===== config.mk =====
export PLATFORM = sky130hd
export DESIGN_NAME = prom_front_flat
export DESIGN_NICKNAME = d
export VERILOG_FILES = /design/src/hw/rtl/packet_round_robin_output_merger_assert.svh /design/src/hw/rtl/prom_pkg.sv /design/src/hw/rtl/prom_channels.sv /design/src/hw/rtl/prom_front.sv /design/src/flat_wrapper.sv
export SDC_FILE = /design/constraint.sdc
export NUM_CORES = 1
export LEC_CHECK = 0
export ABC_AREA = 1
export BUFFER_PORTS_ARGS = -buffer_cell sky130_fd_sc_hd__buf_4
export CAP_MARGIN = 20
export CORE_AREA = 10 10 113 115
export CTS_BUF_LIST = sky130_fd_sc_hd__clkbuf_2 sky130_fd_sc_hd__clkbuf_4 sky130_fd_sc_hd__clkbuf_8
export DETAILED_ROUTE_END_ITERATION = 6
export DIE_AREA = 0 0 123 125
export GPL_TIMING_DRIVEN = 1
export SYNTH_ARGS = -nofsm -noshare
export SYNTH_HDL_FRONTEND = slang
export SYNTH_SLANG_ARGS = --single-unit
export TNS_END_PERCENT = 50

===== constraint.sdc =====
create_clock -name clock -period 5 [get_ports clock]
set_input_delay 0.25 -clock clock [delete_from_list [all_inputs] [get_ports clock]]
set_output_delay 0.25 -clock clock [all_outputs]
set_load 0.005 [all_outputs]

===== src/hw/rtl/packet_round_robin_output_merger_assert.svh =====
// Assertion macros for the output merger.
`ifndef PACKET_ROUND_ROBIN_OUTPUT_MERGER_ASSERT_SVH
`define PACKET_ROUND_ROBIN_OUTPUT_MERGER_ASSERT_SVH
`ifndef SYNTHESIS
`define PROM_ASSERT_IMPLY(label, clk, rst, ante, cons) \
   label: assert property (@(posedge clk) disable iff (rst) (ante) |-> (cons)) \
      else $error("output merger check failed");
`define PROM_ASSERT_NEXT(label, clk, rst, ante, cons) \
   label: assert property (@(posedge clk) disable iff (rst) (ante) |=> (cons)) \
      else $error("output merger check failed");
`else
`define PROM_ASSERT_IMPLY(label, clk, rst, ante, cons)
`define PROM_ASSERT_NEXT(label, clk, rst, ante, cons)
`endif
`endif


===== src/hw/rtl/prom_pkg.sv =====
`timescale 1ns / 1ps
package prom_pkg;

   localparam int DATA_W = 32;
   localparam int CHAN_W = 3;
   localparam int PORT_W = 2;
   localparam int DROP_W = 2;
   localparam int CFG_W  = 4;

   localparam int DEF_PORTS        = 4;
   localparam int DEF_MAX_VCS      = 8;
   localparam int DEF_QUEUE_DEPTH  = 16;
   localparam int DEF_PAYLOAD_BITS = 32;

   localparam int CMD_FIFO_DEPTH = 2;
   localparam int CMD_CNT_W      = $clog2(CMD_FIFO_DEPTH + 1);

   localparam logic [CFG_W-1:0] ACTIVE_VCS_RESET = 4'd8;

   // dropped flag bit positions
   localparam int DROP_A = 0;
   localparam int DROP_B = 1;

   localparam logic SUBNET_A = 1'b0;
   localparam logic SUBNET_B = 1'b1;

   typedef struct packed {
      logic [PORT_W-1:0] port;
      logic              port_ok;
      logic              a_ok;
      logic [CHAN_W-1:0] a_chan;
      logic              a_tail;
      logic [DATA_W-1:0] a_payload;
      logic              b_ok;
      logic [CHAN_W-1:0] b_chan;
      logic              b_tail;
      logic [DATA_W-1:0] b_payload;
      logic [DROP_W-1:0] dropped;
   } cmd_type;

   typedef struct packed {
      logic    valid;
      cmd_type cmd;
   } cmd_beat_type;

   typedef struct packed {
      logic              out_valid;
      logic              out_subnet;
      logic [CHAN_W-1:0] out_chan;
      logic              out_tail;
      logic [DATA_W-1:0] out_payload;
      logic [DROP_W-1:0] dropped;
   } rsp_type;

endpackage


===== src/hw/rtl/prom_channels.sv =====
`timescale 1ns / 1ps
interface prom_req_if;
   import prom_pkg::*;
   logic              valid;
   logic              ready;
   logic [PORT_W-1:0] port;
   logic              a_valid;
   logic [CHAN_W-1:0] a_chan;
   logic              a_tail;
   logic [DATA_W-1:0] a_payload;
   logic              b_valid;
   logic [CHAN_W-1:0] b_chan;
   logic              b_tail;
   logic [DATA_W-1:0] b_payload;
   modport source (output valid, port, a_valid, a_chan, a_tail, a_payload,
                   b_valid, b_chan, b_tail, b_payload, input ready);
   modport sink (input valid, port, a_valid, a_chan, a_tail, a_payload,
                 b_valid, b_chan, b_tail, b_payload, output ready);
endinterface



===== src/hw/rtl/prom_front.sv =====
`timescale 1ns / 1ps
module prom_front #(
   parameter int PORTS   = prom_pkg::DEF_PORTS,
   parameter int MAX_VCS = prom_pkg::DEF_MAX_VCS
) (
   input  logic                         clock,
   input  logic                         reset,
   input  logic [$clog2(MAX_VCS+1)-1:0] nvc,
   prom_req_if.sink                     req_ch,
   output prom_pkg::cmd_beat_type       push_beat,
   input  logic                         push_ready,
   output logic                         busy
);
   import prom_pkg::*;

   logic    vld_ff, vld_in;
   cmd_type cmd_ff, cmd_in;
   cmd_type cls;
   logic    port_ok, a_act, b_act, take;

   // classify: port range and active channel check
   always_comb begin
      port_ok = 32'(req_ch.port) < 32'(PORTS);
      a_act   = 32'(req_ch.a_chan) < 32'(nvc);
      b_act   = 32'(req_ch.b_chan) < 32'(nvc);
      cls.port      = req_ch.port;
      cls.port_ok   = port_ok;
      cls.a_ok      = req_ch.a_valid && port_ok && a_act;
      cls.a_chan    = req_ch.a_chan;
      cls.a_tail    = req_ch.a_tail;
      cls.a_payload = req_ch.a_payload;
      cls.b_ok      = req_ch.b_valid && port_ok && b_act;
      cls.b_chan    = req_ch.b_chan;
      cls.b_tail    = req_ch.b_tail;
      cls.b_payload = req_ch.b_payload;
      cls.dropped   = '0;
      cls.dropped[DROP_A] = req_ch.a_valid && !(port_ok && a_act);
      cls.dropped[DROP_B] = req_ch.b_valid && !(port_ok && b_act);
   end

   assign req_ch.ready = !vld_ff || push_ready;
   assign take         = req_ch.valid && req_ch.ready;

   always_comb begin
      vld_in = vld_ff;
      cmd_in = cmd_ff;
      if (take) begin
         vld_in = 1'b1;
         cmd_in = cls;
      end else if (push_ready) begin
         vld_in = 1'b0;
      end
   end

   always_ff @(posedge clock) begin
      if (reset) begin
         vld_ff <= 1'b0;
      end else begin
         vld_ff <= vld_in;
      end
   end

   always_ff @(posedge clock) begin
      cmd_ff <= cmd_in;
   end

   assign push_beat.valid = vld_ff;
   assign push_beat.cmd   = cmd_ff;
   assign busy            = vld_ff;

endmodule


===== src/flat_wrapper.sv =====
// flat-port wrapper written by rule: the top's interface ports become plain ports
module prom_front_flat import prom_pkg::*;
#(
   parameter int PORTS   = prom_pkg::DEF_PORTS,
   parameter int MAX_VCS = prom_pkg::DEF_MAX_VCS
)
  (clock, reset, nvc, push_beat, push_ready, busy, req_ch_valid, req_ch_port, req_ch_a_valid, req_ch_a_chan, req_ch_a_tail, req_ch_a_payload, req_ch_b_valid, req_ch_b_chan, req_ch_b_tail, req_ch_b_payload, req_ch_ready);
  prom_req_if req_ch_i ();
  input  logic clock;
  input  logic reset;
  input  logic [$clog2(MAX_VCS+1)-1:0] nvc;
  output prom_pkg::cmd_beat_type push_beat;
  input  logic push_ready;
  output logic busy;
  input wire logic [$bits(req_ch_i.valid)-1:0] req_ch_valid;
  input wire logic [$bits(req_ch_i.port)-1:0] req_ch_port;
  input wire logic [$bits(req_ch_i.a_valid)-1:0] req_ch_a_valid;
  input wire logic [$bits(req_ch_i.a_chan)-1:0] req_ch_a_chan;
  input wire logic [$bits(req_ch_i.a_tail)-1:0] req_ch_a_tail;
  input wire logic [$bits(req_ch_i.a_payload)-1:0] req_ch_a_payload;
  input wire logic [$bits(req_ch_i.b_valid)-1:0] req_ch_b_valid;
  input wire logic [$bits(req_ch_i.b_chan)-1:0] req_ch_b_chan;
  input wire logic [$bits(req_ch_i.b_tail)-1:0] req_ch_b_tail;
  input wire logic [$bits(req_ch_i.b_payload)-1:0] req_ch_b_payload;
  output wire logic [$bits(req_ch_i.ready)-1:0] req_ch_ready;
  assign req_ch_i.valid = req_ch_valid;
  assign req_ch_i.port = req_ch_port;
  assign req_ch_i.a_valid = req_ch_a_valid;
  assign req_ch_i.a_chan = req_ch_a_chan;
  assign req_ch_i.a_tail = req_ch_a_tail;
  assign req_ch_i.a_payload = req_ch_a_payload;
  assign req_ch_i.b_valid = req_ch_b_valid;
  assign req_ch_i.b_chan = req_ch_b_chan;
  assign req_ch_i.b_tail = req_ch_b_tail;
  assign req_ch_i.b_payload = req_ch_b_payload;
  assign req_ch_ready = req_ch_i.ready;
  prom_front #(.PORTS(PORTS), .MAX_VCS(MAX_VCS)) u_core (.clock(clock), .reset(reset), .nvc(nvc), .req_ch(req_ch_i), .push_beat(push_beat), .push_ready(push_ready), .busy(busy));
endmodule

==> results.py <==
metrics = {
    "drt": {
        "drc_errors": 0,
        "via_per_inst": 3.83,
        "firstDrtPassIters": 4,
        "wl_per_cell_um": 16.7,
        "drt_iter0_drc": 67,
        "highest_layer": "met4",
        "vias": 1683,
        "wl_met2_um": 3700,
        "wl_met1_um": 2520,
        "drt-total-wl_um": 7320,
        "dr_wl_met3_um": 959,
        "drtAntennaViolNets": 0,
    },
    "floorplanning": {
        "io_pins": 166,
        "dieHeight_um": 125,
        "die-area_mm2": 0.0154,
        "die_width_um": 123,
        "initial_utilization_pct": 24.2,
        "row_count": 38,
        "core_mm2": 0.0106,
    },
    "logic_synthesis": {
        "async_flop_share_pct": 0,
        "synthTopCellsByCount": "edfxtp_1, inv_1, nand2_1",
        "syn_nets": 208,
        "syn_area_per_cell_um2": 21.4,
        "ys_seq_area_share_pct": 92.0,
        "ys_ff_latch": 79,
        "syn_inst": 120,
        "synth_top_flop_cell": "edfxtp_1",
        "synth_area_mm2": 0.00257,
        "yosys.area.top_type_share_pct": 91.2,
        "yosysMostFrequentCell": "edfxtp_1",
        "synth-edff-count": 78,
        "synth.largest_area_cell": "edfxtp_1",
        "yosys_warnings": 0,
        "ys_types": 10,
        "synth_area_leaders": "edfxtp_1, ha_1, inv_1, nand2_1, a21oi_1",
    },
    "clock_tree": {
        "holdBufCountCts": 0,
        "ctsResizeCount": 0,
        "clock_latency_ns": 0.35,
        "cts_tree": "yes",
        "cts-root-buf": "clkbuf_8",
        "cts_sinks": 79,
        "cts_buffers": 9,
        "cts_setup_buffers": 0,
        "clk_path_buf_depth": 2,
        "path_clk_slew_ns": 0.08,
        "htree_levels": 3,
    },
    "sta": {
        "max_slew_margin_pct": 45.8,
        "setup_viol": 0,
        "clock_skew_ns": 0.00893,
        "fin_crit_ns": 2.12,
        "rsz0062_at_grt": "no",
        "worst_slack_ns": 2.88,
        "drv_slew": 0,
        "worst_pin_slew_ns": 0.811,
        "min_period_over_period_pct": 42.5,
        "hold_viol_final": 0,
        "timing.fmax_mhz": 471,
        "timing.setup.tns_ns": 0,
    },
    "status": {
        "status": "completed",
    },
    "power_and_ir_drop": {
        "peakVddDrop_v": 0.000121,
        "leakagePower_uw": 0.00182,
        "powerDensity_mw_per_mm2": 346,
    },
    "placement": {
        "io_buffers": 164,
        "dp_hpwl_um": 5920,
        "dp_slack_ns": 2.82,
        "gp_congestion": 0.717,
    },
    "worst_setup_path": {
        "setup.worst_path.start_class": "register",
        "critical_path_required_ns": 4.98,
        "arrival_ns": 2.10,
        "path_max_fanout": 54,
        "crit_type": "register to register",
        "cp-startpoint": "u_core.busy",
        "worst_setup_path_end_kind": "register",
        "r2r-start": "u_core.busy",
    },
    "worst_hold_path": {
        "hold_path.class": "input pin to register",
        "min_from": "reset",
    },
    "cells_and_area": {
        "nets": 382,
        "drive_gt1_share_pct": 61.2,
        "synthToLayoutAreaGrowth_pct": 63.5,
        "n_antenna_cell": 0,
        "fill_cells": 990,
    },
    "run": {
        "maxCapViolations": 0,
    },
    "global_route": {
        "antenna_found_initial": 0,
        "grt_use_total_pct": 8.89,
        "grt_pass1_wl_um": 10100,
        "grt_pass1_vias": 1813,
        "gr-total-overflow": 0,
        "grt_max_degree": 55,
    },
}
## metal layers
| metal | GRT usage [%] | vias to the layer above |
|---|---|---|
| met3 | 4.46 | 12 |
| met4 | 4.93 | 0 |
| met5 | 0 | - |
| met1 | 8.61 | 793 |
| met2 | 15.0 | 96 |
| li1 | - | 782 |
## worst max-delay path, stage by stage (launching register included)
cell     delay [ns]
dfxtp_1        0.37
a21oi_4        0.67
buf_4          0.67
## sequential cells by signal, summed over array words and instances, names as in the netlist
signal            count
u_core.push_beat     78
u_core.busy           1
## final timing paths
| check | end | slack [ns] | cells after the start |
|---|---|---|---|
| max | u_core.push_beat[69] | 2.88 | 2 |
| min | u_core.busy | 0.04 | 2 |
| max reg2reg | u_core.push_beat[69] | 2.88 | 2 |
| min reg2reg | u_core.busy | 0.56 | 2 |
## cell families after synthesis
group | synth area share (%)
buffers and inverters | 2.48
and+or+nand+nor | 2.68
adders and majority gates | 1.95
other | 0.146
AOI/OAI and AO/OA | 0.779
DFF | 92.0
## where the power goes
part / switching [uW] / leakage [uW] / internal (uW)
registers: 10.8 / 0.000764 / 774
clock network: 239 / 0.000109 / 283
logic: 56.8 / 0.000944 / 89.1
## cell type report
class | count | area (um^2) | area share, %
clock buffers | 9 | 124 | 2.95
clock inverters | 7 | 96.3 | 2.29
inverters | 13 | 48.8 | 1.16
multi-input cells | 26 | 154 | 3.67
flip-flops and latches | 79 | 2360 | 56.3
well taps | 140 | 175 | 4.17
repair buffers | 165 | 1240 | 29.5
## cell usage in the layout, fill, tap and decap left out
| cell type | instances |
|---|---|
| nor2_2 | 2 |
| clkbuf_8 | 9 |
| inv_1 | 13 |
| ha_1 | 4 |
| clkinv_2 | 1 |
| edfxtp_1 | 78 |
| bufinv_16 | 2 |
| a21oi_1 | 3 |
| clkinvlp_4 | 1 |
| clkinv_1 | 1 |
| dfxtp_1 | 1 |
| a21oi_4 | 1 |
| buf_4 | 165 |
| nand2_1 | 13 |
| nor2_1 | 2 |
| clkinv_4 | 1 |
| inv_8 | 1 |
| conb_1 | 1 |
## per-stage QoR
stage / area (um^2) / util (%) / hold slack [ns] / instances / total power (uW)
after global placement: 3980 / 37.5 / 0.406 / 423 / 948
after floorplan: 2570 / - / 0.319 / 120 / 833
after global routing: 4200 / 39.6 / 0.0236 / 439 / 1520
final: 4200 / 39.6 / 0.0426 / 439 / 1450
after CTS: 4200 / 39.6 / 0.0154 / 439 / 1480
after detailed placement: 3980 / 37.5 / 0.410 / 423 / 952
Power figures use the tool's default switching activity.
