--- src/hw/rtl/packet_round_robin_output_merger_assert.svh ---
// Assertion macros for the output merger.
`ifndef PACKET_ROUND_ROBIN_OUTPUT_MERGER_ASSERT_SVH
`define PACKET_ROUND_ROBIN_OUTPUT_MERGER_ASSERT_SVH
`ifndef SYNTHESIS
`define PROM_ASSERT_IMPLY(label, clk, rst, ante, cons) \
   label: assert property (@(posedge clk) disable iff (rst) (ante) |-> (cons)) \
      else $error("output merger check failed");
`define PROM_ASSERT_NEXT(label, clk, rst, ante, cons) \
   label: assert property (@(posedge clk) disable iff (rst) (ante) |=> (cons)) \
      else $error("output merger check failed");
`else
`define PROM_ASSERT_IMPLY(label, clk, rst, ante, cons)
`define PROM_ASSERT_NEXT(label, clk, rst, ante, cons)
`endif
`endif

--- src/hw/rtl/prom_pkg.sv ---
`timescale 1ns / 1ps
package prom_pkg;

   localparam int DATA_W = 32;
   localparam int CHAN_W = 3;
   localparam int PORT_W = 2;
   localparam int DROP_W = 2;
   localparam int CFG_W  = 4;

   localparam int DEF_PORTS        = 4;
   localparam int DEF_MAX_VCS      = 8;
   localparam int DEF_QUEUE_DEPTH  = 16;
   localparam int DEF_PAYLOAD_BITS = 32;

   localparam int CMD_FIFO_DEPTH = 2;
   localparam int CMD_CNT_W      = $clog2(CMD_FIFO_DEPTH + 1);

   localparam logic [CFG_W-1:0] ACTIVE_VCS_RESET = 4'd8;

   // dropped flag bit positions
   localparam int DROP_A = 0;
   localparam int DROP_B = 1;

   localparam logic SUBNET_A = 1'b0;
   localparam logic SUBNET_B = 1'b1;

   typedef struct packed {
      logic [PORT_W-1:0] port;
      logic              port_ok;
      logic              a_ok;
      logic [CHAN_W-1:0] a_chan;
      logic              a_tail;
      logic [DATA_W-1:0] a_payload;
      logic              b_ok;
      logic [CHAN_W-1:0] b_chan;
      logic              b_tail;
      logic [DATA_W-1:0] b_payload;
      logic [DROP_W-1:0] dropped;
   } cmd_type;

   typedef struct packed {
      logic    valid;
      cmd_type cmd;
   } cmd_beat_type;

   typedef struct packed {
      logic              out_valid;
      logic              out_subnet;
      logic [CHAN_W-1:0] out_chan;
      logic              out_tail;
      logic [DATA_W-1:0] out_payload;
      logic [DROP_W-1:0] dropped;
   } rsp_type;

endpackage

--- src/hw/rtl/prom_cmd_fifo.sv ---
`timescale 1ns / 1ps
module prom_cmd_fifo (
   input  logic                                clock,
   input  logic                                reset,
   input  prom_pkg::cmd_beat_type              push_beat,
   output logic                                push_ready,
   output prom_pkg::cmd_beat_type              pop_beat,
   input  logic                                pop,
   output logic [prom_pkg::CMD_CNT_W-1:0]      level
);
   import prom_pkg::*;

   localparam int QIDX_W = (CMD_FIFO_DEPTH > 1) ? $clog2(CMD_FIFO_DEPTH) : 1;

   cmd_type               mem_ff [CMD_FIFO_DEPTH];
   logic [QIDX_W-1:0]     wr_ff, wr_in, rd_ff, rd_in;
   logic [CMD_CNT_W-1:0]  cnt_ff, cnt_in;
   logic                  do_push, do_pop;

   assign push_ready   = cnt_ff != CMD_CNT_W'(CMD_FIFO_DEPTH);
   assign do_push      = push_beat.valid && push_ready;
   assign do_pop       = pop && (cnt_ff != '0);
   assign pop_beat.valid = cnt_ff != '0;
   assign pop_beat.cmd   = mem_ff[rd_ff];
   assign level        = cnt_ff;

   always_comb begin
      wr_in  = wr_ff;
      rd_in  = rd_ff;
      cnt_in = cnt_ff;
      if (do_push) begin
         wr_in = (wr_ff == QIDX_W'(CMD_FIFO_DEPTH - 1)) ? '0 : wr_ff + 1'b1;
      end
      if (do_pop) begin
         rd_in = (rd_ff == QIDX_W'(CMD_FIFO_DEPTH - 1)) ? '0 : rd_ff + 1'b1;
      end
      if (do_push && !do_pop) begin
         cnt_in = cnt_ff + 1'b1;
      end else if (do_pop && !do_push) begin
         cnt_in = cnt_ff - 1'b1;
      end
   end

   always_ff @(posedge clock) begin
      if (reset) begin
         wr_ff  <= '0;
         rd_ff  <= '0;
         cnt_ff <= '0;
      end else begin
         wr_ff  <= wr_in;
         rd_ff  <= rd_in;
         cnt_ff <= cnt_in;
      end
   end

   always_ff @(posedge clock) begin
      if (do_push) begin
         mem_ff[wr_ff] <= push_beat.cmd;
      end
   end

endmodule

--- config.mk ---
export PLATFORM = sky130hd
export DESIGN_NAME = prom_cmd_fifo
export DESIGN_NICKNAME = d
export VERILOG_FILES = /design/src/hw/rtl/packet_round_robin_output_merger_assert.svh /design/src/hw/rtl/prom_pkg.sv /design/src/hw/rtl/prom_cmd_fifo.sv
export SDC_FILE = /design/constraint.sdc
export NUM_CORES = 1
export LEC_CHECK = 0
export ABC_AREA = 1
export BUFFER_PORTS_ARGS = -buffer_cell sky130_fd_sc_hd__buf_4
export CAP_MARGIN = 20
export CORE_UTILIZATION = 52
export CTS_CLUSTER_DIAMETER = 100
export DETAILED_ROUTE_END_ITERATION = 8
export PLACE_DENSITY = 0.8
export SYNTH_ARGS = -nofsm -noshare
export SYNTH_HDL_FRONTEND = slang
export SYNTH_SLANG_ARGS = --single-unit
--- constraint.sdc ---
create_clock -name clock -period 5.25 [get_ports clock]
set_input_delay 0 -clock clock [delete_from_list [all_inputs] [get_ports clock]]
set_output_delay 0 -clock clock [all_outputs]
set_load 0.005 [all_outputs]
==> results of run 1 <==
final cells by class:
cell class	instances	share of cell area [%]
Sequential cell	163	55.5
Timing Repair Buffer	249	23.9
Multi-Input combinational cell	103	12.0
Clock buffer	23	5.24
Tap cell	140	2.00
Clock inverter	9	0.988
Inverter	8	0.344
layout by cell type (no fill, tap or decap):
cell and count:
mux2_4 10, bufinv_16 1, dfxtp_4 1, clkbuf_8 1, dfxtp_1 4, clkbuf_1 5
clkinv_2 2, buf_4 167, mux2_2 69, o21ai_0 2, edfxtp_1 158, clkinvlp_4 5
nand2_1 9, nand4_1 1, dlygate4sd3_1 81, inv_1 8, a21oi_1 2, clkbuf_16 17
nand3_1 2, nor2_4 2, ha_1 1, nor2_1 5, buf_16 1, clkinv_4 1
kinds of logic (layout without fill, tap and decap cells):
kind of cell | after synthesis | after routing | synth area share (%)
DFF | 163 | 163 | 81.1
muxes | 79 | 79 | 15.5
and+or+nand+nor | 19 | 19 | 1.28
adders and majority gates | 1 | 1 | 0.209
AOI/OAI and AO/OA | 4 | 4 | 0.335
buffers and inverters | 17 | 289 | 1.57
repair_timing:
item                                   CTS  global route
hold buffers                            81             0
endpoints found under the hold margin  163             0
setup endpoints to repair                0             0
setup buffers                            0             0
gates resized for setup                  0             0
registers in the layout, indices dropped and copies added, names as in the netlist, named ones only:
register,count
rd_ff,1
mem_ff,158
wr_ff,1
level,2
critical path, cell delays in order, from the launching register on:
cell     delay [ps]
dfxtp_1         370
inv_1           110
nand2_1         100
nand2_1         180
nor2_4          760
buf_4           660
worst min path at each step:
stage	startpoint	endpoint
5_1_grt	push_beat[79]	wr_ff
6_report	push_beat[79]	wr_ff
4_1_cts	push_beat[79]	wr_ff
3_5_place_dp	push_beat[2]	mem_ff[1][2]
3_3_place_gp	push_beat[13]	mem_ff[0][13]
2_1_floorplan	push_beat[0]	mem_ff[0][0]
stage by stage:
step	hold slack [ps]	instance area, sq um
floorplan	98.9	5970
global placement	185	7360
detailed placement	188	7360
CTS	83.0	8710
global route	177	8740
finish	149	8740
power by group:
part	total [mW]	internal, mW	switching (mW)
Sequential	1.71	1.65	0.0597
Clock	1.12	0.663	0.459
Combinational	0.904	0.514	0.390
Total	3.73	2.83	0.909
per-layer routing:
metal  global-route usage, %  vias up
li1                        -     1621
met1                    22.8     1643
met2                    36.1      132
met3                    6.99       19
met4                    8.00        0
met5                       0        -
==> flow_summary.json, run 1 <==
{
  "worst-setup-path-type": "reg2reg",
  "cts_tree": "done",
  "drtPass1Iterations": 5,
  "wirelength_mm": 11.8,
  "synthFlopType": "edfxtp_1",
  "top_layer_used": "met4",
  "vias_per_cell": 4.91,
  "root_buffer": "clkbuf_16",
  "post-route-period-util_pct": 48.9,
  "wl_met3_microns": 795,
  "synth_top_area_cell": "edfxtp_1",
  "hold_viol_final": 0,
  "cts.sinks": 163,
  "slew-limit-headroom_pct": 38.2,
  "grt_pass1_wl_mm": 17.6,
  "final-instance-count-excl-fill": 695,
  "avgRoutedWirePerCell_microns": 16.9,
  "max_clock_freq_mhz": 390,
  "synthTopCellsByArea": "edfxtp_1 79%, mux2_2 13%, mux2_4 2.5%",
  "yosysMostFrequentCell": "edfxtp_1",
  "finalSetupViolCount": 0,
  "synth_cell_types": 14,
  "insertion_delay_ps": 410,
  "rsz0062_at_grt": "no",
  "dr.first_iter.drc_count": 165,
  "ff2ff_path_depth": 5,
  "drc": 0,
  "seqCellArea_sq_mm": 0.00485,
  "cp-startpoint": "level[0]",
  "async_flop_share_pct": 0,
  "fp.dieH_microns": 109,
  "drive_above_1_share_pct": 49.9,
  "r2r_end": "mem_ff[0][41]",
  "netlist_area_sq_mm": 0.00597,
  "fillCellCount": 569,
  "track_usage_pct": 20.5,
  "synth_common_cells": "158 x edfxtp_1, 69 x mux2_2, 10 x mux2_4",
  "synth_top_area_share_pct": 79.4,
  "cp_max_fo": 48,
  "drv_slew": 0,
  "start_util_pct": 54.2,
  "met2_wirelength_mm": 6.30,
  "die_area_sq_mm": 0.0119,
  "power_mw": 3.73,
  "p_leak_nw": 3.33,
  "port_buffers": 165,
  "setup_slack_ps": 2680,
  "clk_pin_slew_ps": 60,
  "vias": 3415,
  "place.gp.congestion": 0.710,
  "finish.utilization_pct": 79.2,
  "coreArea_sq_mm": 0.0110,
  "place_hpwl_mm": 6.79,
  "period_needed_ps": 2570,
  "tns_ps": 0,
  "area_growth_pct": 46.3,
  "worstMarginPinSlew_ps": 926,
  "synth_nets": 367,
  "holdPathStages": 4,
  "rr_startpoint": "level[0]",
  "overflow": 0,
  "arrival_ps": 2610,
  "post-place-ws_ps": 2710,
  "drv_cap": 0,
  "synth_edf_count": 158,
  "crit_required_ps": 5290,
  "numCtsBuffers": 17,
  "finClkSkew_ps": 12.1,
  "max-clock-path-buffers": 2,
  "status": "finished clean",
  "grt_pass1_vias": 3620,
  "io_pins": 166,
  "seq_area_frac_synth_pct": 81.1,
  "start_kind": "register",
  "irDropWorstVdd_v": 0.000263,
  "row_count": 38,
  "nNetsFinal": 626,
  "min_path_type": "in2reg",
  "grt_max_degree": 80,
  "ys_ff_latch": 163,
  "routedLengthMet1_mm": 4.47,
  "synthCells": 283,
  "die_w_microns": 109,
  "htree_levels": 4,
  "syn_area_per_cell_sq_um": 21.1,
  "end_kind": "register",
  "rrSetupSlack_ps": 2680,
  "antenna_found_initial": 0,
  "multi_input_area_sq_mm": 0.00105,
  "postRouteAntennaNets": 0,
  "place_inst": 581,
  "crit_end": "mem_ff[0][41]",
  "antennaDiodeCount": 0,
  "ys_warn_count": 0,
  "powerDensity_mw_per_mm2": 427
}
(Power assumes the default switching activity.)
==> inputs of run 2 (changes only) <==
Settings changed: ABC_AREA 1 to 0, CORE_UTILIZATION 52 to 47, PLACE_DENSITY 0.8 to 0.76.
Clock period 5.25 ns to 2.1 ns, I/O delays scaled along.
==> run 2 against run 1 <==
Worst hold slack got worse by 85 ps. Sequential power rose by 150%. Final cell count rose by 2.3%. Flip-flop and latch count did not move. Global-route usage fell by 2.4 points. Worst setup slack got worse by 2400 ps. Via count fell by 0.38%. Routed wire length fell by 1.2%. Utilization fell by 6.4 points. Power rose to 2.6 times the previous value. Highest routed layer unchanged.
==> flow_summary.json, run 2 <==
{
  "holdPathStages": 4,
  "irDropWorstVdd_v": 0.000664,
  "coreArea_sq_mm": 0.0122,
  "holdCritStartpoint": "pop",
  "r2r_end": "level[1]",
  "seq_area_frac_synth_pct": 81.3,
  "place.gp.congestion": 0.765,
  "synth_edf_count": 158,
  "grt_pass1_vias": 3696,
  "yosysMostFrequentCell": "edfxtp_1",
  "finClkSkew_ps": 6.10,
  "grt-busiest-layer": "met2",
  "ff2ff_path_depth": 5,
  "grt_pass1_wl_mm": 17.2,
  "min_path_type": "in2reg",
  "regMostFlops": "mem_ff",
  "cts.sinks": 163,
  "synth_top_area_share_pct": 79.6,
  "cts_tree": "done",
  "synthCells": 270,
  "worst-setup-path-type": "reg2out",
  "p_leak_nw": 3.36,
  "nNetsFinal": 615,
  "start_kind": "register",
  "postLayoutCellArea_sq_mm": 0.00886,
  "insertion_delay_ps": 410,
  "area_growth_pct": 48.7,
  "fillCellCount": 714,
  "arrival_ps": 1800,
  "final_common_cell": "buf_4",
  "drive_above_1_share_pct": 52.3,
  "slew-limit-headroom_pct": 69.9,
  "row_count": 40,
  "finalSetupViolCount": 0,
  "cts_hold_buf": 81,
  "status": "finished clean",
  "period_needed_ps": 1800,
  "seqCellArea_sq_mm": 0.00485,
  "largest_reg_flops": 158,
  "numCtsBuffers": 17,
  "rrSetupSlack_ps": 500,
  "track_usage_pct": 18.1,
  "clk_pin_slew_ps": 60,
  "synthTopCellsByArea": "edfxtp_1 80%, mux2_2 13%, mux2_4 2.5%",
  "dr.first_iter.drc_count": 172,
  "io_pins": 166,
  "die_area_sq_mm": 0.0131,
  "root_buffer": "clkbuf_16",
  "htree_levels": 4,
  "netlist_area_sq_mm": 0.00596,
  "crit_required_ps": 2100,
  "place_inst": 599,
  "drc": 0,
  "synth_top_area_cell": "edfxtp_1",
  "vias": 3402,
  "vias_per_cell": 4.78,
  "post-place-ws_ps": 533,
  "synth_nets": 354,
  "max-clock-path-buffers": 2,
  "avgRoutedWirePerCell_microns": 16.4,
  "worstMarginPinSlew_ps": 451,
  "end_kind": "primary output",
  "start_util_pct": 49.0,
  "met1_usage_pct": 18.1,
  "drtPass1Iterations": 4,
  "syn_area_per_cell_sq_um": 22.1,
  "ys_ff_latch": 163,
  "cp_max_fo": 72,
  "antennaDiodeCount": 0,
  "synth_cell_types": 19,
  "final_cell_mix": "166 x buf_4, 158 x edfxtp_1, 81 x dlygate4sd3_1, 69 x mux2_2, 17 x clkbuf_16",
  "cts_resized": 0,
  "grt_max_degree": 73,
  "fp.dieH_microns": 115,
  "overflow": 0,
  "final-instance-count-excl-fill": 711,
  "hold_viol_final": 0,
  "drv_slew": 0,
  "port_buffers": 165,
  "powerDensity_mw_per_mm2": 1100,
  "use_met2_pct": 33.4,
  "grtUsageMet3_pct": 6.19,
  "antenna_found_initial": 0,
  "postRouteAntennaNets": 0,
  "place_hpwl_mm": 6.61,
  "post-cts-setup-buffer-count": 0,
  "die_w_microns": 115,
  "drv_cap": 0,
  "hold_slack_ps": 63.5,
  "multi_input_area_sq_mm": 0.00106,
  "max_clock_freq_mhz": 555,
  "wirelength_mm": 11.6,
  "post-route-period-util_pct": 85.7,
  "synthFlopType": "edfxtp_1",
  "synth_common_cells": "158 x edfxtp_1, 69 x mux2_2, 10 x mux2_4",
  "async_flop_share_pct": 0,
  "placed_cell_area_sq_mm": 0.00745,
  "rr_startpoint": "level[0]",
  "rsz0062_at_grt": "no",
  "ys_warn_count": 0,
  "setup_slack_ps": 299
}
-- run 2: cell types whose count changed after synthesis, sizes merged --
cell and change:
and3 +1, or2 +1, nand4 -1, xor2 +3, nand3b +1, nand2b +1
and2 +1, nand2 -9, inv -7, or3 +1, nor2 -4, nand3 -2
a21bo +1
-- run 2: per-stage QoR --
stage | utilization (%) | setup TNS [ps] | power (mW)
2_1_floorplan | - | -6620 | 5.45
3_3_place_gp | 61.3 | 0 | 6.55
3_5_place_dp | 61.3 | 0 | 6.61
4_1_cts | 72.8 | 0 | 9.82
5_1_grt | 72.8 | 0 | 10.1
6_report | 72.8 | 0 | 9.73
-- run 2: kinds of logic after synthesis --
group	after synthesis	synth area share, %
DFF	163	81.3
muxes	79	15.6
buffers and inverters	10	1.13
and+or+nand+nor	9	0.840
AOI/OAI and AO/OA	5	0.504
xor gates and xnor gates	3	0.441
adders and majority gates	1	0.210
-- run 2: worst max-delay path by stage --
| stage | startpoint | end | slack (ps) | cells past startpoint |
|---|---|---|---|---|
| floorplan | level[0] | mem_ff[0][0] | -80 | 3 |
| global placement | level[0] | level[1] | 600 | 5 |
| detailed placement | level[0] | level[1] | 530 | 5 |
| CTS | register | pop_beat[40] | 290 | 3 |
| global route | register | pop_beat[40] | 230 | 3 |
| finish | register | pop_beat[40] | 300 | 3 |
-- run 2: cell type report --
cell class                 instances  share of cell area (%)
sequential                       163                    54.8
timing repair buffer             251                    24.1
multi-input combinational         97                    11.9
clock buffer                      18                    4.84
tap                              168                    2.37
clock inverter                    13                    1.88
inverter                           1                  0.0847
-- run 2: worst max-delay path, stage by stage, from the launching register on --
cell and delay [ps]:
dfxtp_4 410, buf_12 340, mux2_2 410, buf_4 140
-- run 2: where the power goes --
group          total [mW]  switching (mW)  internal, mW  leakage, nW
Combinational        2.45           0.998          1.45         1.55
Clock                3.08            1.12          1.96        0.288
Sequential           4.21           0.137          4.07         1.52
Total                9.73            2.25          7.48         3.36
-- run 2: metal layers --
metal	vias up	routed length (microns)
met2	121	6350
met5	-	0
met4	0	202
met3	19	649
li1	1590	-
met1	1672	4430
